### src/rtl/alu8f_pkg.sv
// Shared types, operation codes and flag positions for the 8-bit ALU with flags.
package alu8f_pkg;

  localparam int unsigned KindW  = 5;
  localparam int unsigned WordW  = 16;
  localparam int unsigned FlagsW = 4;
  localparam int unsigned BitIdxW = 3;

  // Flag bit positions
  localparam int unsigned FlagZ = 3;
  localparam int unsigned FlagN = 2;
  localparam int unsigned FlagH = 1;
  localparam int unsigned FlagC = 0;

  typedef enum logic [KindW-1:0] {
    OP_ADD   = 5'd0,
    OP_ADC   = 5'd1,
    OP_SUB   = 5'd2,
    OP_SBC   = 5'd3,
    OP_AND   = 5'd4,
    OP_XOR   = 5'd5,
    OP_OR    = 5'd6,
    OP_CP    = 5'd7,
    OP_INC   = 5'd8,
    OP_DEC   = 5'd9,
    OP_ADD16 = 5'd10,
    OP_RLC   = 5'd11,
    OP_RRC   = 5'd12,
    OP_RL    = 5'd13,
    OP_RR    = 5'd14,
    OP_SLA   = 5'd15,
    OP_SRA   = 5'd16,
    OP_SWAP  = 5'd17,
    OP_SRL   = 5'd18,
    OP_BIT   = 5'd19
  } alu_op_e;

  typedef struct packed {
    logic [KindW-1:0]   kind;
    logic [WordW-1:0]   operand_a;
    logic [WordW-1:0]   operand_b;
    logic [FlagsW-1:0]  flags_in;
    logic [BitIdxW-1:0] bit_index;
  } alu_in_t;

  typedef struct packed {
    logic [WordW-1:0]  result;
    logic [FlagsW-1:0] flags_out;
  } alu_out_t;

endpackage

### src/rtl/alu_with_flags_8bit.sv
// Top level: input register, ALU datapath and result register with valid/ready on both sides.
// Throughput: one word per cycle while out_ready_i keeps the result register draining; a new
// word is taken while a result waits if the input register is free or advancing. The input
// register feeds the datapath into the result register.
// Reset (rst_ni low, asynchronous) empties both registers; payload is not cleared.
module alu_with_flags_8bit (
  input  logic                clk_i,
  input  logic                rst_ni,
  input  logic                in_valid_i,
  output logic                in_ready_o,
  input  alu8f_pkg::alu_in_t  in_word_i,
  output logic                out_valid_o,
  input  logic                out_ready_i,
  output alu8f_pkg::alu_out_t out_word_o
);
  import alu8f_pkg::*;

  logic     s1_valid_q, s1_valid_d;
  alu_in_t  s1_q;
  logic     out_valid_q, out_valid_d;
  alu_out_t out_q;
  alu_out_t core_res;
  logic     out_free;
  logic     s1_adv;
  logic     in_take;

  alu8f_core u_core (
    .op_i  (s1_q),
    .res_o (core_res)
  );

  // advance when the result register is empty or being drained
  assign out_free   = !out_valid_q || out_ready_i;
  assign s1_adv     = s1_valid_q && out_free;
  assign in_ready_o = !s1_valid_q || s1_adv;
  assign in_take    = in_valid_i && in_ready_o;

  assign s1_valid_d  = in_take || (s1_valid_q && !s1_adv);
  assign out_valid_d = s1_adv || (out_valid_q && !out_ready_i);

  always_ff @(posedge clk_i or negedge rst_ni) begin
    if (!rst_ni) begin
      s1_valid_q  <= 1'b0;
      out_valid_q <= 1'b0;
    end else begin
      s1_valid_q  <= s1_valid_d;
      out_valid_q <= out_valid_d;
    end
  end

  always_ff @(posedge clk_i) begin
    if (in_take) begin
      s1_q <= in_word_i;
    end
    if (s1_adv) begin
      out_q <= core_res;
    end
  end

  assign out_valid_o = out_valid_q;
  assign out_word_o  = out_q;

  a_empty_ready: assert property (@(posedge clk_i) disable iff (!rst_ni)
    !s1_valid_q |-> in_ready_o)
    else $error("input register empty but not ready");

  a_adv_loads: assert property (@(posedge clk_i) disable iff (!rst_ni)
    s1_adv |=> out_valid_o)
    else $error("advanced word did not reach the result register");

  a_high_byte: assert property (@(posedge clk_i) disable iff (!rst_ni)
    s1_valid_q && (s1_q.kind != OP_ADD16) |-> core_res.result[15:8] == 8'h00)
    else $error("8-bit operation produced a non-zero high byte");

  a_keep_carry: assert property (@(posedge clk_i) disable iff (!rst_ni)
    s1_valid_q && ((s1_q.kind == OP_INC) || (s1_q.kind == OP_DEC) ||
                   (s1_q.kind == OP_BIT))
    |-> core_res.flags_out[FlagC] == s1_q.flags_in[FlagC])
    else $error("carry not kept for inc, dec or bit");

endmodule

### src/rtl/alu8f_core.sv
// Combinational datapath: one operation from an input word to a result word.
module alu8f_core (
  input  alu8f_pkg::alu_in_t  op_i,
  output alu8f_pkg::alu_out_t res_o
);
  import alu8f_pkg::*;

  logic [7:0]  a, b;
  logic        cin;
  logic        use_cin;
  logic [8:0]  add9, sub9;
  logic [4:0]  addh, subh;
  logic [7:0]  inc8, dec8;
  logic [16:0] add17;
  logic [12:0] addh13;
  logic [7:0]  r8;
  logic [15:0] res;
  logic [3:0]  fl;
  logic        z8;

  assign a       = op_i.operand_a[7:0];
  assign b       = op_i.operand_b[7:0];
  assign cin     = op_i.flags_in[FlagC];
  assign use_cin = ((op_i.kind == OP_ADC) || (op_i.kind == OP_SBC)) && cin;

  assign add9   = {1'b0, a} + {1'b0, b} + {8'd0, use_cin};
  assign addh   = {1'b0, a[3:0]} + {1'b0, b[3:0]} + {4'd0, use_cin};
  // bit 8 / bit 4 is the borrow out of the full / low nibble subtract
  assign sub9   = {1'b0, a} - {1'b0, b} - {8'd0, use_cin};
  assign subh   = {1'b0, a[3:0]} - {1'b0, b[3:0]} - {4'd0, use_cin};
  assign inc8   = b + 8'd1;
  assign dec8   = b - 8'd1;
  assign add17  = {1'b0, op_i.operand_a} + {1'b0, op_i.operand_b};
  assign addh13 = {1'b0, op_i.operand_a[11:0]} + {1'b0, op_i.operand_b[11:0]};

  always_comb begin
    r8 = a;
    unique case (op_i.kind)
      OP_ADD, OP_ADC: r8 = add9[7:0];
      OP_SUB, OP_SBC: r8 = sub9[7:0];
      OP_AND:         r8 = a & b;
      OP_XOR:         r8 = a ^ b;
      OP_OR:          r8 = a | b;
      OP_INC:         r8 = inc8;
      OP_DEC:         r8 = dec8;
      OP_RLC:         r8 = {b[6:0], b[7]};
      OP_RRC:         r8 = {b[0], b[7:1]};
      OP_RL:          r8 = {b[6:0], cin};
      OP_RR:          r8 = {cin, b[7:1]};
      OP_SLA:         r8 = {b[6:0], 1'b0};
      OP_SRA:         r8 = {b[7], b[7:1]};
      OP_SWAP:        r8 = {b[3:0], b[7:4]};
      OP_SRL:         r8 = {1'b0, b[7:1]};
      default:        r8 = a;
    endcase
  end

  assign z8 = (r8 == 8'h00);

  always_comb begin
    res = {8'h00, r8};
    fl  = op_i.flags_in;
    unique case (op_i.kind)
      OP_ADD, OP_ADC: fl = {z8, 1'b0, addh[4], add9[8]};
      OP_SUB, OP_SBC: fl = {z8, 1'b1, subh[4], sub9[8]};
      OP_CP: begin
        // flags of the subtract, accumulator passes through
        fl = {(sub9[7:0] == 8'h00), 1'b1, subh[4], sub9[8]};
      end
      OP_AND:         fl = {z8, 1'b0, 1'b1, 1'b0};
      OP_XOR, OP_OR, OP_SWAP: fl = {z8, 3'b000};
      OP_INC:         fl = {z8, 1'b0, (inc8[3:0] == 4'h0), cin};
      OP_DEC:         fl = {z8, 1'b1, (dec8[3:0] == 4'hF), cin};
      OP_ADD16: begin
        res = add17[15:0];
        fl  = {op_i.flags_in[FlagZ], 1'b0, addh13[12], add17[16]};
      end
      OP_RLC, OP_RL, OP_SLA: fl = {z8, 2'b00, b[7]};
      OP_RRC, OP_RR, OP_SRA, OP_SRL: fl = {z8, 2'b00, b[0]};
      OP_BIT:         fl = {~b[op_i.bit_index], 1'b0, 1'b1, cin};
      default:        fl = op_i.flags_in;
    endcase
  end

  assign res_o.result    = res;
  assign res_o.flags_out = fl;

endmodule

### config.mk
export PLATFORM = sky130hd
export DESIGN_NAME = alu_with_flags_8bit
export DESIGN_NICKNAME = d
export VERILOG_FILES = /design/src/rtl/alu8f_pkg.sv /design/src/rtl/alu_with_flags_8bit.sv /design/src/rtl/alu8f_core.sv
export SDC_FILE = /design/constraint.sdc
export NUM_CORES = 1
export LEC_CHECK = 0
export BUFFER_PORTS_ARGS = -buffer_cell sky130_fd_sc_hd__buf_2
export CAP_MARGIN = 25
export CORE_MARGIN = 4
export CORE_UTILIZATION = 59
export CTS_CLUSTER_DIAMETER = 120
export DETAILED_ROUTE_END_ITERATION = 7
export GPL_TIMING_DRIVEN = 0
export PLACE_DENSITY = 0.87
export SKIP_LAST_GASP = 1
export SYNTH_ARGS = -nofsm -noshare
export SYNTH_HDL_FRONTEND = slang
export SYNTH_HIERARCHICAL = 1
export SYNTH_SLANG_ARGS = --single-unit
### constraint.sdc
create_clock -name clk_i -period 4.59 [get_ports clk_i]
set_input_delay 0.918 -clock clk_i [delete_from_list [all_inputs] [get_ports clk_i]]
set_output_delay 0.918 -clock clk_i [all_outputs]
set_load 0.02 [all_outputs]
Word level (Yosys, flattened, before mapping)

Index checks and enable logic that the tools add are counted.
W data, S select, Z words.

Flip-flop bits (word level): 66
Input bits: 48
Output and inout port bits: 22
Word-level logic and storage cells: 75

Add/sub/neg operators: 12
Magnitude comparators: 1
Equal/unequal tests: 20
Multiplexer cells: 5
Bitwise operators: 4
Reductions and logical operators: 23

Operators with widths:

| cell                  | number |
|---|---|
| $pmux W8 S15          | 1 |
| $pmux W4 S11          | 1 |
| $eq A5 B4 Y1 const B  | 8 |
| $eq A5 B3 Y1 const B  | 4 |
| $eq A5 B5 Y1 const B  | 4 |
| $add A16 B16 Y17      | 1 |
| $logic_not A8 Y1      | 2 |
| $add A12 B12 Y13      | 1 |
| $eq A5 B2 Y1 const B  | 2 |
| $add A8 B8 Y9         | 1 |
| $add A9 B1 Y9         | 1 |
| $sub A8 B8 Y9         | 1 |
| $sub A9 B1 Y9         | 1 |
| $add A8 B1 Y8 const B | 1 |
| $and A8 B8 Y8         | 1 |
| $mux W8               | 1 |
| $or A8 B8 Y8          | 1 |
| $sub A8 B1 Y8 const B | 1 |
| $xor A8 B8 Y8         | 1 |
| $reduce_or A3 Y1      | 2 |
| $add A4 B4 Y5         | 1 |
| $add A5 B1 Y5         | 1 |
| $eq A5 B1 Y1 const B  | 1 |
| $logic_and A1 B1 Y1   | 5 |
| 13 further kinds      | 21 |

Depth between registers and ports, before layout

Word-level depth: 7
Mapped depth: 16
Gate-level depth less buffers: 13

Hierarchy

Netlist, hierarchy kept.

By module, submodules not included:

| module              | times used | cells each | area each (um^2) | seq. area each (um^2) |
|---|---|---|---|---|
| alu8f_core          | 1          | 430        | 3060.4           | 0.0 |
| alu_with_flags_8bit | 1          | 72         | 2025.7           | 1971.9 |

Least setup slack after synthesis

Ideal clock, no wire load.

Path type: register to register
From: register s1_q[42] in the netlist's numbering
To: register out_q (netlist bit out_word_o[10]) (data pin)
Setup time: 260 ps
Arrival time: 3164 ps
Setup slack: 1166 ps
Cell stages (with the launch flop): 15
Cell sequence: edfxtp_1 buf_2 buf_6 clkbuf_1 nor2_1 nand3_1 fa_1 fa_1 nor3_1 o21ai_0 a21o_1 xor2_1 a211oi_1 a32oi_1 mux2_2

RTL lines:

| item                   | RTL line                  | RTL |
|---|---|---|
| start, declared        | alu_with_flags_8bit.sv:19 | `alu_in_t s1_q;` |
| start signal, assigned | alu_with_flags_8bit.sv:53 | `s1_q <= in_word_i;` |
| end signal, assigned   | alu_with_flags_8bit.sv:56 | `out_q <= core_res;` |
| end, declared          | alu_with_flags_8bit.sv:21 | `alu_out_t out_q;` |

==> impl_metrics.py <==
metrics = {
    "outcome": {
        "outcome": "finished, final reports clean",
    },
    "sta": {
        "setup_slack_ns": 0.153,
        "period_needed_ns": 4.44,
        "fin_worst_skew_ns": 0.0162,
        "relSlewSlack_pct": 39.5,
        "holdWs_ns": 0.336,
        "rsz0062_at_grt": "false",
        "hold_violations": 0,
        "fin_tns_setup_ns": 0,
        "drv_slew": 0,
        "tightest_slew_ns": 0.899,
        "period_share_pct": 96.7,
        "fmax_mhz": 225,
        "setup_violations": 0,
    },
    "clock_network": {
        "cts_setup_buffers": 0,
        "cts_tree": "built",
        "clock_sinks": 66,
        "h-tree-depth": 3,
        "clk_latency_ns": 0.37,
        "cts.clk_slew.worst_paths_ns": 0.08,
        "cts-hold-fix-buffers": 0,
        "cts_resized": 0,
        "cts_buffers": 9,
        "root_buffer": "clkbuf_8",
        "cts_max_path_buffers": 2,
    },
    "worst_setup_path": {
        "reg2regPathDepth": 15,
        "r2r_start": "s1_q[42]",
        "r2r_slack_ns": 0.15,
        "crit_required_ns": 4.77,
        "startpoint_type": "flip-flop",
        "critical_path_class": "flip-flop to flip-flop",
        "critPathLaunch": "s1_q[42]",
        "crit_path_max_fanout": 10,
        "worstSetupEndpoint": "out_word_o[3]",
        "r2r-end": "out_word_o[3]",
        "crit_path_end_kind": "flip-flop",
        "worstPathArrival_ns": 4.61,
    },
    "synthesis": {
        "syn-cell-area_mm2": 0.00509,
        "yosysUniqueCellTypes": 74,
        "synth.area.top_cells": "edfxtp_1, ha_1, xnor2_1, xor2_1, inv_1",
        "ys.flop_type": "edfxtp_1",
        "syn_inst": 502,
        "ys_seq_area_share_pct": 38.8,
        "synth_top_cell_by_area": "edfxtp_1",
        "synth_edf_count": 64,
        "avgSynthCellArea_um2": 10.1,
        "yosys_warnings": 6,
        "syn_nets": 597,
        "ys_ff_latch": 66,
        "synthDominantCellAreaShare_pct": 37.8,
        "async_reset_ff_share_pct": 3.03,
    },
    "place": {
        "placed_cell_area_mm2": 0.00557,
        "dpl.hpwl_mm": 12.2,
        "io_buffer_count": 69,
        "gp_congestion": 1.00,
        "dp_worst_setup_slack_ns": 0.432,
    },
    "route": {
        "first_pass_iters": 6,
        "routed_via_density": 6.76,
        "drt-total-wl_mm": 16.3,
        "routedWlPerCell_um": 23.5,
        "drtIter0Drc": 561,
        "via_count": 4693,
        "route.detailed.drc": 0,
        "ant_nets": 0,
    },
    "final_layout": {
        "final_cell_mix": "buf_2, edfxtp_1, ha_1",
        "mostFrequentLayoutCell": "buf_2",
        "fillers": 643,
        "area_growth_pct": 14.8,
        "num-nets-final": 679,
        "design_area_mm2": 0.00584,
        "antenna_cells": 0,
        "drive_above_1_share_pct": 20.2,
    },
    "global_route": {
        "grt_pass1_wl_mm": 24.8,
        "grtUsageTotal_pct": 32.6,
        "grt_pass1_vias": 4581,
        "antenna_found_initial": 0,
        "grt_start_max_net_pins": 45,
        "gr-total-overflow": 0,
    },
    "floorplan": {
        "start_util_pct": 61.3,
        "dieArea_mm2": 0.0102,
        "core_area_mm2": 0.00830,
        "num_rows": 33,
        "dieWidth_um": 101,
        "io-pin-count": 70,
        "die_h_um": 101,
    },
    "pwr": {
        "p_leak_nw": 2.38,
        "power_density_mw_per_mm2": 327,
        "vdd_drop_max_v": 0.000265,
    },
    "worst_hold_path": {
        "min_path_type": "input port to async pin",
    },
    "job": {
        "max_cap_violations": 0,
    },
}
## critical path: stages, from the launching register on
cell and delay, ns:
edfxtp_1 0.34, buf_2 0.21, buf_6 0.16, clkbuf_1 0.35, nor2_1 0.14, nand3_1 0.20, inv_1 0.08, fa_1 0.59
ha_1 0.27, xnor2_1 0.41, nor2_1 0.09, a2111o_1 0.30, a2111o_1 0.39, nor4_2 0.30, nand4_1 0.17, o31ai_2 0.24
## cell families after synthesis
group           Yosys count  synth area share [%]
compound gates          132                  19.3
fa+ha+maj                47                  12.3
flops                    66                  38.8
buf+inv                  59                  5.14
simple gates            161                  17.5
mux                       5                  1.53
xor+xnor                 32                  5.51
## cells in the mapped netlist (all sizes together) (7+ instances only)
master and count:
nand2 20, edfxtp 64, o21ai 19, o22ai 8, nand2b 11, buf 14
xnor2 17, nor2b 7, xor2 15, a21oi 23, nand4 7, nor3 19
nand3 21, nor2 34, clkbuf 12, inv 33, and3 8, ha 42
## per-layer routing
metal | track usage (%) | wire, um | vias up
met5 | 3.59 | 40 | -
met4 | 13.4 | 658 | 2
met3 | 8.72 | 1630 | 55
met2 | 50.1 | 7370 | 316
met1 | 43.5 | 6580 | 2250
li1 | - | - | 2070
## state kept, by name (all words and copies together) (netlist names)
signal,cells
out_valid_o,1
out_word_o,20
s1_q,44
s1_valid_q,1
## power breakdown
group	switching [W]	internal (W)
Clock	0.000252	0.000363
Combinational	0.000346	0.000206
Sequential	0.0000248	0.000717
Total	0.000622	0.00129
## area by class of cell
type | count | area [um2] | area share [%]
buffer | 26 | 138 | 2.36
clock buffer | 10 | 128 | 2.19
clock inverter | 6 | 115 | 1.97
inverter | 33 | 124 | 2.12
multi-input combinational | 377 | 2850 | 48.9
sequential | 66 | 1970 | 33.8
tap | 105 | 131 | 2.25
timing repair buffer | 71 | 378 | 6.47
## metrics by stage
step | power, W | std cells | util, %
after global placement | 0.00126 | 676 | 67.0
after floorplan | 0.00112 | 502 | -
after global routing | 0.00198 | 694 | 70.3
after CTS | 0.00188 | 693 | 70.0
final | 0.00191 | 694 | 70.3
after detailed placement | 0.00128 | 677 | 67.1
## worst min path at each step
stage	start	to	slack, ns	cells past startpoint
2_1_floorplan	s1_valid_q	out_valid_o	0.51	1
4_1_cts	rst_ni	s1_valid_q	0.32	1
5_1_grt	rst_ni	out_valid_o	0.32	1
3_3_place_gp	s1_valid_q	out_valid_o	0.53	1
3_5_place_dp	s1_q[4]	out_word_o[1]	0.55	1
6_report	rst_ni	s1_valid_q	0.34	1
(Power assumes the default switching activity.)
